### config.mk
export PLATFORM = sky130hd
export DESIGN_NAME = min_max_tracking_table_top_flat
export DESIGN_NICKNAME = d
export VERILOG_FILES = /design/src/design/mmt_pkg.sv /design/src/design/mmt_req_if.sv /design/src/design/mmt_rsp_if.sv /design/src/design/mmt_store.sv /design/src/design/mmt_cmp.sv /design/src/design/min_max_tracking_table_top.sv /design/src/flat_wrapper.sv
export SDC_FILE = /design/constraint.sdc
export NUM_CORES = 1
export LEC_CHECK = 0
export BUFFER_PORTS_ARGS = -buffer_cell sky130_fd_sc_hd__buf_4
export CAP_MARGIN = 15
export CORE_MARGIN = 5
export CORE_UTILIZATION = 45
export CTS_BUF_LIST = sky130_fd_sc_hd__clkbuf_8 sky130_fd_sc_hd__clkbuf_16
export CTS_CLUSTER_DIAMETER = 50
export DETAILED_ROUTE_END_ITERATION = 16
export RECOVER_POWER = 100
export SLEW_MARGIN = 5
export SYNTH_ARGS = -nofsm -noshare
export SYNTH_HDL_FRONTEND = slang
export SYNTH_SLANG_ARGS = --single-unit
### constraint.sdc
create_clock -name clk -period 5 [get_ports clk]
set_input_delay 1 -clock clk [delete_from_list [all_inputs] [get_ports clk]]
set_output_delay 1 -clock clk [all_outputs]
set_load 0.01 [all_outputs]
### src/design/mmt_pkg.sv
package mmt_pkg;

    // default sizing of the table
    localparam int ENTRIES_DEFAULT    = 16;
    localparam int VALUE_BITS_DEFAULT = 16;

    // fixed widths of the channel fields
    localparam int ACTION_BITS = 2;
    localparam int INDEX_BITS  = 4;
    localparam int FIELD_BITS  = 16;

    // operation codes carried by an input item
    typedef enum logic [ACTION_BITS-1:0] {
        ACT_SET       = 2'd0,
        ACT_CLEAR     = 2'd1,
        ACT_RESCAN    = 2'd2,
        ACT_CLEAR_ALL = 2'd3
    } action_t;

    // outcome of the shared comparator pair
    typedef struct packed {
        logic lt;
        logic gt;
    } cmp_res_t;

endpackage

### src/design/mmt_req_if.sv
interface mmt_req_if;
    import mmt_pkg::*;

    logic                   valid;
    logic                   ready;
    logic [ACTION_BITS-1:0] action;
    logic [INDEX_BITS-1:0]  entry_index;
    logic [FIELD_BITS-1:0]  entry_value;

    modport source (output valid, output action, output entry_index, output entry_value,
                    input ready);
    modport sink   (input valid, input action, input entry_index, input entry_value,
                    output ready);
endinterface

### src/design/mmt_rsp_if.sv
interface mmt_rsp_if;
    import mmt_pkg::*;

    logic                  valid;
    logic                  ready;
    logic                  was_limit;
    logic [FIELD_BITS-1:0] min_value;
    logic [FIELD_BITS-1:0] max_value;
    logic [INDEX_BITS-1:0] min_index;
    logic [INDEX_BITS-1:0] max_index;
    logic                  table_empty;

    modport source (output valid, output was_limit, output min_value, output max_value,
                    output min_index, output max_index, output table_empty, input ready);
    modport sink   (input valid, input was_limit, input min_value, input max_value,
                    input min_index, input max_index, input table_empty, output ready);
endinterface

### src/design/mmt_store.sv
module mmt_store #(
    parameter int ENTRIES    = mmt_pkg::ENTRIES_DEFAULT,
    parameter int VALUE_BITS = mmt_pkg::VALUE_BITS_DEFAULT
) (
    input  logic                        clk,
    input  logic                        rst_n,
    input  logic                        we,
    input  logic [$clog2(ENTRIES)-1:0]  waddr,
    input  logic [VALUE_BITS-1:0]       wdata,
    input  logic [$clog2(ENTRIES)-1:0]  raddr,
    output logic [VALUE_BITS-1:0]       rdata
);
    import mmt_pkg::*;

    logic [VALUE_BITS-1:0] mem [ENTRIES];
    logic [ENTRIES-1:0]    written_reg;
    logic [VALUE_BITS-1:0] rdata_reg;

    // entry array and registered read port, unwritten entries read as zero
    always_ff @(posedge clk)
    begin
        if (we)
        begin
            mem[waddr] <= wdata;
        end
        rdata_reg <= written_reg[raddr] ? mem[raddr] : '0;
    end

    // per-entry written flags, cleared at once by reset
    always_ff @(posedge clk or negedge rst_n)
    begin
        if (!rst_n)
        begin
            written_reg <= '0;
        end
        else if (we)
        begin
            written_reg[waddr] <= 1'b1;
        end
    end

    assign rdata = rdata_reg;

endmodule

### src/design/mmt_cmp.sv
module mmt_cmp #(
    parameter int VALUE_BITS = mmt_pkg::VALUE_BITS_DEFAULT
) (
    input  logic [VALUE_BITS-1:0] operand,
    input  logic [VALUE_BITS-1:0] lo_bound,
    input  logic [VALUE_BITS-1:0] hi_bound,
    output mmt_pkg::cmp_res_t     res
);
    import mmt_pkg::*;

    // strict tests against both bounds
    always_comb
    begin
        res.lt = (operand < lo_bound);
        res.gt = (operand > hi_bound);
    end

endmodule

### src/design/min_max_tracking_table_top.sv
// Min/max tracking table: ENTRIES unsigned values of VALUE_BITS bits, with the smallest and
// largest non-empty value and the index of the entry holding each. An entry is empty while it
// equals the empty marker register. Every item but a clear-all walks the whole table once
// through the single read port of the entry store, one entry a cycle, feeding one shared
// comparator pair. A set or clear with an index inside the table reads the old value and
// writes the entry before its walk, a rescan or an out-of-range index only walks, and a
// clear-all writes the marker into every entry, one write per entry, without a walk. One
// item is worked on at a time; the next item is taken only once the result is loaded into
// the output register. Reset needs no clearing pass: per-entry flags make unwritten entries
// read as zero. Write the marker only while no item is outstanding.
module min_max_tracking_table_top #(
    parameter int ENTRIES    = mmt_pkg::ENTRIES_DEFAULT,
    parameter int VALUE_BITS = mmt_pkg::VALUE_BITS_DEFAULT
) (
    input  logic                            clk,
    input  logic                            rst_n,
    input  logic                            cfg_wr_en,
    input  logic [mmt_pkg::FIELD_BITS-1:0]  cfg_wr_data,
    mmt_req_if.sink                         req,
    mmt_rsp_if.source                       rsp
);
    import mmt_pkg::*;

    localparam int SW = $clog2(ENTRIES);
    localparam int CW = $clog2(ENTRIES + 1);

    typedef enum logic [2:0] {
        ST_IDLE,
        ST_READ_OLD,
        ST_CHECK,
        ST_SCAN,
        ST_CLEAR,
        ST_FINISH
    } state_t;

    state_t                state_reg;
    action_t               act_reg;
    logic [SW-1:0]         slot_reg;
    logic                  idx_ok_reg;
    logic [VALUE_BITS-1:0] val_reg;
    logic [VALUE_BITS-1:0] marker_reg;
    logic [CW-1:0]         cnt_reg;
    logic                  chk_valid_reg;
    logic [SW-1:0]         chk_slot_reg;
    logic                  rescan_reg;
    logic                  lim_reg;
    logic                  any_reg;
    logic [VALUE_BITS-1:0] scan_min_reg;
    logic [VALUE_BITS-1:0] scan_max_reg;
    logic [SW-1:0]         scan_min_slot_reg;
    logic [SW-1:0]         scan_max_slot_reg;
    logic [VALUE_BITS-1:0] cur_min_reg;
    logic [VALUE_BITS-1:0] cur_max_reg;
    logic [SW-1:0]         min_slot_reg;
    logic [SW-1:0]         max_slot_reg;
    logic                  rsp_valid_reg;
    logic                  was_limit_reg;
    logic                  table_empty_reg;

    logic [VALUE_BITS-1:0] cur_min_next;
    logic [VALUE_BITS-1:0] cur_max_next;
    logic [SW-1:0]         min_slot_next;
    logic [SW-1:0]         max_slot_next;
    logic                  lim_next;

    logic                  mem_we;
    logic [SW-1:0]         mem_waddr;
    logic [VALUE_BITS-1:0] mem_wdata;
    logic [SW-1:0]         mem_raddr;
    logic [VALUE_BITS-1:0] mem_rdata;

    logic [VALUE_BITS-1:0] cmp_operand;
    logic [VALUE_BITS-1:0] cmp_lo;
    logic [VALUE_BITS-1:0] cmp_hi;
    cmp_res_t              cmp_res;

    logic                  out_free;
    logic                  fin_go;
    logic                  old_lim;
    logic                  rd_nonempty;

    // entry store
    mmt_store #(
        .ENTRIES    (ENTRIES),
        .VALUE_BITS (VALUE_BITS)
    ) u_store (
        .clk   (clk),
        .rst_n (rst_n),
        .we    (mem_we),
        .waddr (mem_waddr),
        .wdata (mem_wdata),
        .raddr (mem_raddr),
        .rdata (mem_rdata)
    );

    // shared comparator pair
    mmt_cmp #(
        .VALUE_BITS (VALUE_BITS)
    ) u_cmp (
        .operand  (cmp_operand),
        .lo_bound (cmp_lo),
        .hi_bound (cmp_hi),
        .res      (cmp_res)
    );

    // store port steering
    assign mem_we    = (state_reg == ST_CHECK) || (state_reg == ST_CLEAR);
    assign mem_waddr = (state_reg == ST_CLEAR) ? cnt_reg[SW-1:0] : slot_reg;
    assign mem_wdata = ((state_reg == ST_CHECK) && (act_reg == ACT_SET)) ? val_reg : marker_reg;
    assign mem_raddr = (state_reg == ST_SCAN) ? cnt_reg[SW-1:0] : slot_reg;

    // comparator operands: table walk, or the new value against the live limits
    assign cmp_operand = (state_reg == ST_FINISH) ? val_reg     : mem_rdata;
    assign cmp_lo      = (state_reg == ST_FINISH) ? cur_min_reg : scan_min_reg;
    assign cmp_hi      = (state_reg == ST_FINISH) ? cur_max_reg : scan_max_reg;

    assign rd_nonempty = (mem_rdata != marker_reg);
    assign old_lim     = rd_nonempty && ((mem_rdata == cur_min_reg) || (mem_rdata == cur_max_reg));
    assign out_free    = !rsp_valid_reg || rsp.ready;
    assign fin_go      = (state_reg == ST_FINISH) && out_free;

    // limit update at the end of an item
    always_comb
    begin
        cur_min_next  = cur_min_reg;
        cur_max_next  = cur_max_reg;
        min_slot_next = min_slot_reg;
        max_slot_next = max_slot_reg;
        lim_next      = 1'b0;
        priority if (act_reg == ACT_CLEAR_ALL)
        begin
            cur_min_next  = '1;
            cur_max_next  = '0;
            min_slot_next = '0;
            max_slot_next = '0;
        end
        else if (rescan_reg)
        begin
            cur_min_next  = scan_min_reg;
            cur_max_next  = scan_max_reg;
            min_slot_next = scan_min_slot_reg;
            max_slot_next = scan_max_slot_reg;
            if (act_reg == ACT_CLEAR)
            begin
                lim_next = 1'b1;
            end
            else if (act_reg == ACT_SET)
            begin
                lim_next = (val_reg != marker_reg) &&
                           ((scan_min_slot_reg == slot_reg) || (scan_max_slot_reg == slot_reg));
            end
        end
        else
        begin
            if ((act_reg == ACT_SET) && idx_ok_reg && (val_reg != marker_reg))
            begin
                if (cmp_res.gt)
                begin
                    cur_max_next  = val_reg;
                    max_slot_next = slot_reg;
                end
                if (cmp_res.lt)
                begin
                    cur_min_next  = val_reg;
                    min_slot_next = slot_reg;
                end
                lim_next = cmp_res.gt || cmp_res.lt;
            end
        end
    end

    // sequencer, limit state and result register
    always_ff @(posedge clk or negedge rst_n)
    begin
        if (!rst_n)
        begin
            state_reg     <= ST_IDLE;
            marker_reg    <= '0;
            cur_min_reg   <= '1;
            cur_max_reg   <= '0;
            min_slot_reg  <= '0;
            max_slot_reg  <= '0;
            rsp_valid_reg <= 1'b0;
            cnt_reg       <= '0;
            chk_valid_reg <= 1'b0;
            rescan_reg    <= 1'b0;
            lim_reg       <= 1'b0;
        end
        else
        begin
            if (cfg_wr_en)
            begin
                marker_reg <= VALUE_BITS'(cfg_wr_data);
            end
            if (rsp_valid_reg && rsp.ready)
            begin
                rsp_valid_reg <= 1'b0;
            end

            unique case (state_reg)
                ST_IDLE:
                begin
                    if (req.valid)
                    begin
                        act_reg           <= action_t'(req.action);
                        slot_reg          <= SW'(req.entry_index);
                        idx_ok_reg        <= (int'(req.entry_index) < ENTRIES);
                        val_reg           <= VALUE_BITS'(req.entry_value);
                        rescan_reg        <= (action_t'(req.action) == ACT_RESCAN);
                        lim_reg           <= 1'b0;
                        cnt_reg           <= '0;
                        chk_valid_reg     <= 1'b0;
                        any_reg           <= 1'b0;
                        scan_min_reg      <= '1;
                        scan_max_reg      <= '0;
                        scan_min_slot_reg <= '0;
                        scan_max_slot_reg <= '0;
                        if (action_t'(req.action) == ACT_CLEAR_ALL)
                        begin
                            state_reg <= ST_CLEAR;
                        end
                        else if ((action_t'(req.action) != ACT_RESCAN) &&
                                 (int'(req.entry_index) < ENTRIES))
                        begin
                            state_reg <= ST_READ_OLD;
                        end
                        else
                        begin
                            state_reg <= ST_SCAN;
                        end
                    end
                end

                ST_READ_OLD:
                begin
                    state_reg <= ST_CHECK;
                end

                ST_CHECK:
                begin
                    // old value was a limit: rebuild after the write
                    rescan_reg <= old_lim;
                    state_reg  <= ST_SCAN;
                end

                ST_SCAN:
                begin
                    if (chk_valid_reg && rd_nonempty)
                    begin
                        any_reg <= 1'b1;
                        if (cmp_res.lt)
                        begin
                            scan_min_reg      <= mem_rdata;
                            scan_min_slot_reg <= chk_slot_reg;
                        end
                        if (cmp_res.gt)
                        begin
                            scan_max_reg      <= mem_rdata;
                            scan_max_slot_reg <= chk_slot_reg;
                        end
                    end
                    chk_slot_reg <= cnt_reg[SW-1:0];
                    if (cnt_reg == CW'(ENTRIES))
                    begin
                        chk_valid_reg <= 1'b0;
                        state_reg     <= ST_FINISH;
                    end
                    else
                    begin
                        chk_valid_reg <= 1'b1;
                        cnt_reg       <= cnt_reg + 1'b1;
                    end
                end

                ST_CLEAR:
                begin
                    cnt_reg <= cnt_reg + 1'b1;
                    if (cnt_reg == CW'(ENTRIES - 1))
                    begin
                        state_reg <= ST_FINISH;
                    end
                end

                ST_FINISH:
                begin
                    if (out_free)
                    begin
                        cur_min_reg     <= cur_min_next;
                        cur_max_reg     <= cur_max_next;
                        min_slot_reg    <= min_slot_next;
                        max_slot_reg    <= max_slot_next;
                        lim_reg         <= lim_next;
                        was_limit_reg   <= lim_next;
                        table_empty_reg <= !any_reg;
                        rsp_valid_reg   <= 1'b1;
                        state_reg       <= ST_IDLE;
                    end
                end

                default:
                begin
                    state_reg <= ST_IDLE;
                end
            endcase
        end
    end

    // channel outputs
    assign req.ready       = (state_reg == ST_IDLE);
    assign rsp.valid       = rsp_valid_reg;
    assign rsp.was_limit   = was_limit_reg;
    assign rsp.min_value   = FIELD_BITS'(cur_min_reg);
    assign rsp.max_value   = FIELD_BITS'(cur_max_reg);
    assign rsp.min_index   = INDEX_BITS'(min_slot_reg);
    assign rsp.max_index   = INDEX_BITS'(max_slot_reg);
    assign rsp.table_empty = table_empty_reg;

`ifndef NO_ASSERTIONS
    // the store is not written while the table is walked
    a_no_write_in_scan: assert property (@(posedge clk) disable iff (!rst_n)
        (state_reg == ST_SCAN) |-> !mem_we)
        else $error("entry store written during table walk");

    // a walk that found nothing leaves the reset limits
    a_empty_walk: assert property (@(posedge clk) disable iff (!rst_n)
        ((state_reg == ST_FINISH) && (act_reg != ACT_CLEAR_ALL) && !any_reg)
        |-> ((scan_min_reg == '1) && (scan_max_reg == '0)))
        else $error("empty walk produced limits");

    // clear-all result reports an empty table and no limit hit
    a_clear_all_result: assert property (@(posedge clk) disable iff (!rst_n)
        (fin_go && (act_reg == ACT_CLEAR_ALL))
        |=> (rsp_valid_reg && table_empty_reg && !was_limit_reg && (cur_min_reg == '1)))
        else $error("clear-all result wrong");

    // a clear that hit a limit reports it
    a_clear_limit: assert property (@(posedge clk) disable iff (!rst_n)
        (fin_go && (act_reg == ACT_CLEAR) && rescan_reg) |=> (was_limit_reg && lim_reg))
        else $error("clear of a limit entry not reported");
`endif

endmodule

### src/flat_wrapper.sv
// flat-port wrapper written by rule: the top's interface ports become plain ports
module min_max_tracking_table_top_flat import mmt_pkg::*;
#(
    parameter int ENTRIES    = mmt_pkg::ENTRIES_DEFAULT,
    parameter int VALUE_BITS = mmt_pkg::VALUE_BITS_DEFAULT
)
  (clk, rst_n, cfg_wr_en, cfg_wr_data, req_valid, req_action, req_entry_index, req_entry_value, req_ready, rsp_valid, rsp_was_limit, rsp_min_value, rsp_max_value, rsp_min_index, rsp_max_index, rsp_table_empty, rsp_ready);
  mmt_req_if req_i ();
  mmt_rsp_if rsp_i ();
  input  logic clk;
  input  logic rst_n;
  input  logic cfg_wr_en;
  input  logic [mmt_pkg::FIELD_BITS-1:0] cfg_wr_data;
  input wire logic [$bits(req_i.valid)-1:0] req_valid;
  input wire logic [$bits(req_i.action)-1:0] req_action;
  input wire logic [$bits(req_i.entry_index)-1:0] req_entry_index;
  input wire logic [$bits(req_i.entry_value)-1:0] req_entry_value;
  output wire logic [$bits(req_i.ready)-1:0] req_ready;
  output wire logic [$bits(rsp_i.valid)-1:0] rsp_valid;
  output wire logic [$bits(rsp_i.was_limit)-1:0] rsp_was_limit;
  output wire logic [$bits(rsp_i.min_value)-1:0] rsp_min_value;
  output wire logic [$bits(rsp_i.max_value)-1:0] rsp_max_value;
  output wire logic [$bits(rsp_i.min_index)-1:0] rsp_min_index;
  output wire logic [$bits(rsp_i.max_index)-1:0] rsp_max_index;
  output wire logic [$bits(rsp_i.table_empty)-1:0] rsp_table_empty;
  input wire logic [$bits(rsp_i.ready)-1:0] rsp_ready;
  assign req_i.valid = req_valid;
  assign req_i.action = req_action;
  assign req_i.entry_index = req_entry_index;
  assign req_i.entry_value = req_entry_value;
  assign req_ready = req_i.ready;
  assign rsp_valid = rsp_i.valid;
  assign rsp_was_limit = rsp_i.was_limit;
  assign rsp_min_value = rsp_i.min_value;
  assign rsp_max_value = rsp_i.max_value;
  assign rsp_min_index = rsp_i.min_index;
  assign rsp_max_index = rsp_i.max_index;
  assign rsp_table_empty = rsp_i.table_empty;
  assign rsp_i.ready = rsp_ready;
  min_max_tracking_table_top #(.ENTRIES(ENTRIES), .VALUE_BITS(VALUE_BITS)) u_core (.clk(clk), .rst_n(rst_n), .cfg_wr_en(cfg_wr_en), .cfg_wr_data(cfg_wr_data), .req(req_i), .rsp(rsp_i));
endmodule
# --- Word-level counts from Yosys, hierarchy flattened ---
# Memory sizes are Yosys's and may differ from the RTL's. A register that Yosys moved wholly into a read port is not among the register bits.
# Index checks and enable logic that the tools add are counted.
classes:
  add_sub_neg: 1
  order_cmp: 5
  n_eq_ne: 26
  mux: 67
  bitwise: 1
  n_reduce_logical: 35
op_table:
  columns: ["cell", "count"]
  rows:
  - ["2-to-1 mux 16 bit", 18]
  - ["one-hot mux 16 bit (2 select lines)", 2]
  - ["2-to-1 mux 4 bit", 15]
  - ["== test 16 bit", 2]
  - ["inequality test 16 bit", 2]
  - ["one-hot mux 3 bit (6 select lines)", 1]
  - ["greater-than comparator 16 bit", 1]
  - ["less-than comparator 16 bit", 1]
  - ["OR 16 bit", 1]
  - ["one-hot mux 4 bit (2 select lines)", 2]
  - ["AND reduction 4 bit", 4]
  - ["2-to-1 mux 1 bit", 15]
  - ["2-to-1 mux 3 bit", 5]
  - ["one-hot mux 5 bit (3 select lines)", 1]
  - ["inequality test 2 bit (second input constant)", 6]
  - ["nonzero test 3 bit", 4]
  - ["less-than comparator 4 x 5 -> 1 bit (second input constant)", 2]
  - ["2-to-1 mux 5 bit", 2]
  - ["AND reduction 5 bit", 2]
  - ["AND reduction 3 bit", 3]
  - ["== test 4 bit", 2]
  - ["logical AND 1 bit", 7]
  - ["== test 2 bit (second input constant)", 3]
  - ["== test 3 x 2 -> 1 bit (second input constant)", 2]
  - ["other kinds (18)", 32]
totals:
  register_bits: 152
  ram_bits: 256
  in_bits: 43
  out_inout_bits: 44
  word_cells: 158
  n_memories: 1
memory_table:
  columns: ["name", "words", "width", "read_ports", "rd_clocked_by_memory_dff", "wr", "line_no", "source"]
  rows:
  - ["u_core.u_store.mem", 16, 16, 1, 1, 1, "mmt_store.sv:15", "logic [VALUE_BITS-1:0] mem [ENTRIES];"]

# --- Logic depth before layout (Yosys ltp) ---
logic_depth:
  ltp_word: 7
  mapped_depth: 13
  mapped_depth_nobuf: 9

# --- By module ---
# Synthesis repeated with hierarchy kept, for this count alone.
hier_totals:
  hier_cells: 1220
  area_unflattened_um2: 18789.3
by_module_without_submodules:
  columns: ["mod", "instances", "cells_each", "area_each_um2", "seq_area_each_um2"]
  rows:
  - ["mmt_store", 1, 473, 10727.8, 8408.1]
  - ["min_max_tracking_table_top", 1, 638, 7275.7, 3768.6]
  - ["mmt_cmp", 1, 109, 785.8, 0.0]

# --- Worst setup path after synthesis ---
# No wires, ideal clock.
synth_timing:
  path_type: "register to register"
  start: "register u_core.state_reg[1]"
  end: "register u_core.scan_max_reg[0], enable pin"
  setup_ns: 0.397
  t_arrival_ns: 3.569
  t_required_ns: 4.603
  path_slack_ns: 1.034
  path_stages_with_launch: 12
  n_path_buf: 2
  synth_period_minus_slack_ns: 3.966
  cell_sequence: "dfrtp_1 > buf_2 > nand3b_4 > clkbuf_1 > mux2_2 > ha_1 > o21ai_0 > a2111o_1 > a31o_2 > a31oi_1 > nor2_1 > nor2_1"
synth_via:
  elab_chain_len: 5
  elab_cells_between_ends: 11
  cone_classes: "order compare: 1; eq/ne: 5; mux: 2; reduce/logical: 3"
synth_rtl:
  columns: ["element", "line_no", "source"]
  rows:
  - ["from (decl)", "min_max_tracking_table_top.sv:36", "state_t state_reg;"]
  - ["from (signal assigned)", "min_max_tracking_table_top.sv:177", "state_reg <= ST_IDLE;"]
  - ["from (signal assigned)", "min_max_tracking_table_top.sv:220", "state_reg <= ST_CLEAR;"]
  - ["from (signal assigned)", "min_max_tracking_table_top.sv:225", "state_reg <= ST_READ_OLD;"]
  - ["== test 3 bit", "min_max_tracking_table_top.sv:113, min_max_tracking_table_top.sv:115", null]
  - ["2-to-1 mux 16 bit (on tied branches)", "min_max_tracking_table_top.sv:113, min_max_tracking_table_top.sv:115", null]
  - ["greater-than comparator 16 bit", "mmt_cmp.sv:15", "res.gt = (operand > hi_bound);"]
  - ["inequality test 2 x 1 -> 1 bit (no source line)", null, null]
  - ["AND reduction 5 bit (no source line) *", null, null]
  - ["to (signal assigned)", "min_max_tracking_table_top.sv:258", "scan_max_reg <= mem_rdata;"]
  - ["to (decl)", "min_max_tracking_table_top.sv:49", "logic [VALUE_BITS-1:0] scan_max_reg;"]
# Every way passes the cells marked *; elsewhere a longest branch is shown, timed or not.
# A chain may end at the register's enable or synchronous reset.

# --- Worst setup path in the final report ---
layout_timing:
  start: "register u_core.state_reg[2]"
  end: "register u_core.min_slot_reg[3], in the netlist u_core.rsp.min_index[3]"
layout_via:
  elab_chain_len: 5
  elab_cells_between_ends: 6
  cone_classes: "order compare: 1; eq/ne: 1; mux: 2; reduce/logical: 2"
layout_rtl:
  columns: ["element", "line_no", "source"]
  rows:
  - ["== test 3 bit *", "min_max_tracking_table_top.sv:113, min_max_tracking_table_top.sv:114, min_max_tracking_table_top.sv:200", null]
  - ["2-to-1 mux 16 bit (on tied branches)", "min_max_tracking_table_top.sv:113, min_max_tracking_table_top.sv:114", null]
  - ["less-than comparator 16 bit", "mmt_cmp.sv:14", "res.lt = (operand < lo_bound);"]
  - ["nonzero test 3 bit (no source line)", null, null]
  - ["AND reduction 4 bit (no source line) *", null, null]
  - ["to (signal assigned)", "min_max_tracking_table_top.sv:290", "min_slot_reg <= min_slot_next;"]
  - ["to (decl)", "min_max_tracking_table_top.sv:54", "logic [SW-1:0] min_slot_reg;"]
# Marks and branches as above.

==> metrics.cfg <==
[yosys]
syn_inst=1345
yosys_most_used_dff=edfxtp_1
synth_nets=1422
synth_enable_flop_cells=325
yosysTopAreaCellShare_pct=51.05
synth_area_leaders=edfxtp_1, mux2i_1, dfrtp_1
ys_ff_latch=424
synth_area_sq_um=19120
synth_top_area_cell=edfxtp_1
post_synth_num_cell_types=58
async_flop_share_pct=19.58
yosys_warnings=0
synth.avg_cell_area_sq_um=14.21
yosysSeqAreaShare_pct=63.70

[die]
ios=87
core_area_sq_um=41950
die_h_microns=216.1
die_area_sq_um=46700
die_w_microns=216.1
start_util_pct=45.57
fp-row-count=75

[clock_network]
clock_latency_ps=600
cts.repair.resized=0
cts_tree=yes
clockBufferDepth=3
clockRootBuffer=clkbuf_16
cts-buffers-inserted=47
postCtsHoldBufs=0
h-tree-depth=2
clkTransAtPathRegs_ps=60
cts_setup_buffers=0
numClockSinks=424

[finish]
final_cell_area_sq_um=21710
largest_reg_flops=256
regMostFlops=u_core.u_store.mem
layout.cells.most_common=edfxtp_1
final_nets=1514
antenna_cells=0
fin_util_pct=51.76
syn_to_final_growth_pct=13.58
final_cell_mix=edfxtp_1, mux2i_1, mux2_2
layout-drive-gt1-share_pct=16.60
final_cells=2015

[route]
first_iter_violations=923
vias=11170
drc=0
ant_nets=0
wirelength_microns=47810
wl_per_cell_microns=23.73
via_per_inst=5.543
drt_first_pass_iters=5

[placement]
pre_cts_slack_ps=1156
dp_hpwl_microns=32190
place_area_sq_um=20380
gp_congestion=0.9368
place_inst=1927
io_buffers=86

[sta]
worst_pin_slew_ps=1907
skew_ps=34.51
tns_ps=0
finalHoldViolations=0
fin_ws_ps=838.8
maxSlewViolCount=240
fmax_mhz=240.3
holdWs_ps=468.9
max_slew_margin_pct=-27.60
rsz0062_at_grt=false
finalCritPeriodShare_pct=83.22
min_period_ps=4161
setup_violations=0

[critical_path]
crit_type=reg -> reg
slowest_stage=dfrtp_1
crit_path_frequent_cell=a21oi_1
cpPeakStageDelay_ps=610
worst_setup_path_end_kind=register
critPathRequiredTime_ps=5470
reg2reg_slack_ps=840
start_kind=register
critical_path.max_fanout=28
crit_path_cell_trace=nand3b_4 > buf_4 > mux2_1 > ha_1 > a21oi_1 > a21oi_1 > or3_1 > o211a_1 > nor3_1 > clkbuf_2 > mux2_2
critical_path_arrival_ps=4630
crit_buf_inv=2
crit_family=simple AND/OR/NAND/NOR gates

[global_routing]
grt_pass1_vias=11260
overflow=0
track_usage_pct=20.10
grt_pass1_wl_microns=71470
antenna_found_initial=0
grt_max_degree=82

[power]
seqPwrFrac_pct=42.9
p_total_mw=11.75
swShare_pct=32.91
ir_drop_v=0.0002657
intPower_mw=7.886
combPwrFrac_pct=27.9
clockPowerShare_pct=29.2
p_per_area_nw_per_um2=541.4
p_leak_nw=8.288
power.switching_mw=3.868

[job]
drv_cap=11

[outcome]
status=complete, but fails checks
violations=max-capacitance violations, max-slew violations

[hold_path]
worst_hold_path_type=reg -> reg

==> synthesized netlist by cell type (19+ instances only) <==
library cell / n
xnor2_1: 37
nand4_1: 19
edfxtp_1: 325
a21oi_1: 40
nand3_1: 25
and2_1: 24
mux2i_1: 181
o22ai_1: 66
nor4_1: 29
clkbuf_1: 43
nand2b_1: 43
ha_1: 34
nand2_1: 65
nor2_1: 53
dfrtp_1: 67
xor2_1: 36
mux2_2: 90
==> power groups by stage <==
stage | clock network [mW] | logic [mW] | registers, mW
3_5_place_dp | 0 | 3.40 | 5.12
3_3_place_gp | 0 | 3.37 | 5.11
4_1_cts | 3.50 | 3.41 | 5.06
6_report | 3.43 | 3.28 | 5.04
5_1_grt | 3.66 | 3.57 | 5.11
2_1_floorplan | 0 | 2.49 | 4.83
==> metal layers <==
layer / part of all wire [%] / track usage, % / wire length, microns / up-vias
met5: 0 / 0 / 0 / -
met4: 1.8 / 4.261 / 868 / 0
met3: 5.2 / 3.656 / 2506 / 57
met2: 49 / 34.11 / 23540 / 290
met1: 44 / 27.42 / 20900 / 5572
li1: - / - / - / 5251
==> area by class of cell <==
class | count | area (sq um)
clock buffer | 52 | 1245
clock inverter | 36 | 329.1
fill | 3582 | 20230
inverter | 13 | 48.80
multi-input combinational | 831 | 6500
sequential | 424 | 12180
tap | 539 | 674.4
timing repair buffer | 120 | 737.0
==> kinds of logic after synthesis <==
kind of cell / count (synthesis) / synth area share, %
flops: 424 / 63.70
fa+ha+maj: 34 / 2.225
compound gates: 155 / 5.106
xor+xnor: 73 / 3.345
simple gates: 292 / 7.953
mux: 277 / 15.36
buf+inv: 90 / 2.317
==> path summary, 6_finish.rpt <==
kind,start,end,cells after the start
hold / removal,u_core.u_store.written_reg[12],u_core.u_store.written_reg[12],1
setup reg to reg,u_core.state_reg[2],u_core.rsp.min_index[3],11
max in group asynchronous,rst_n,u_core.rsp.max_value[11],2
setup / recovery,u_core.state_reg[2],u_core.rsp.min_index[3],11
hold reg to reg,u_core.u_store.written_reg[12],u_core.u_store.written_reg[12],1
min in group asynchronous,rst_n,u_core.state_reg[0],1
(Power assumes the default switching activity.)
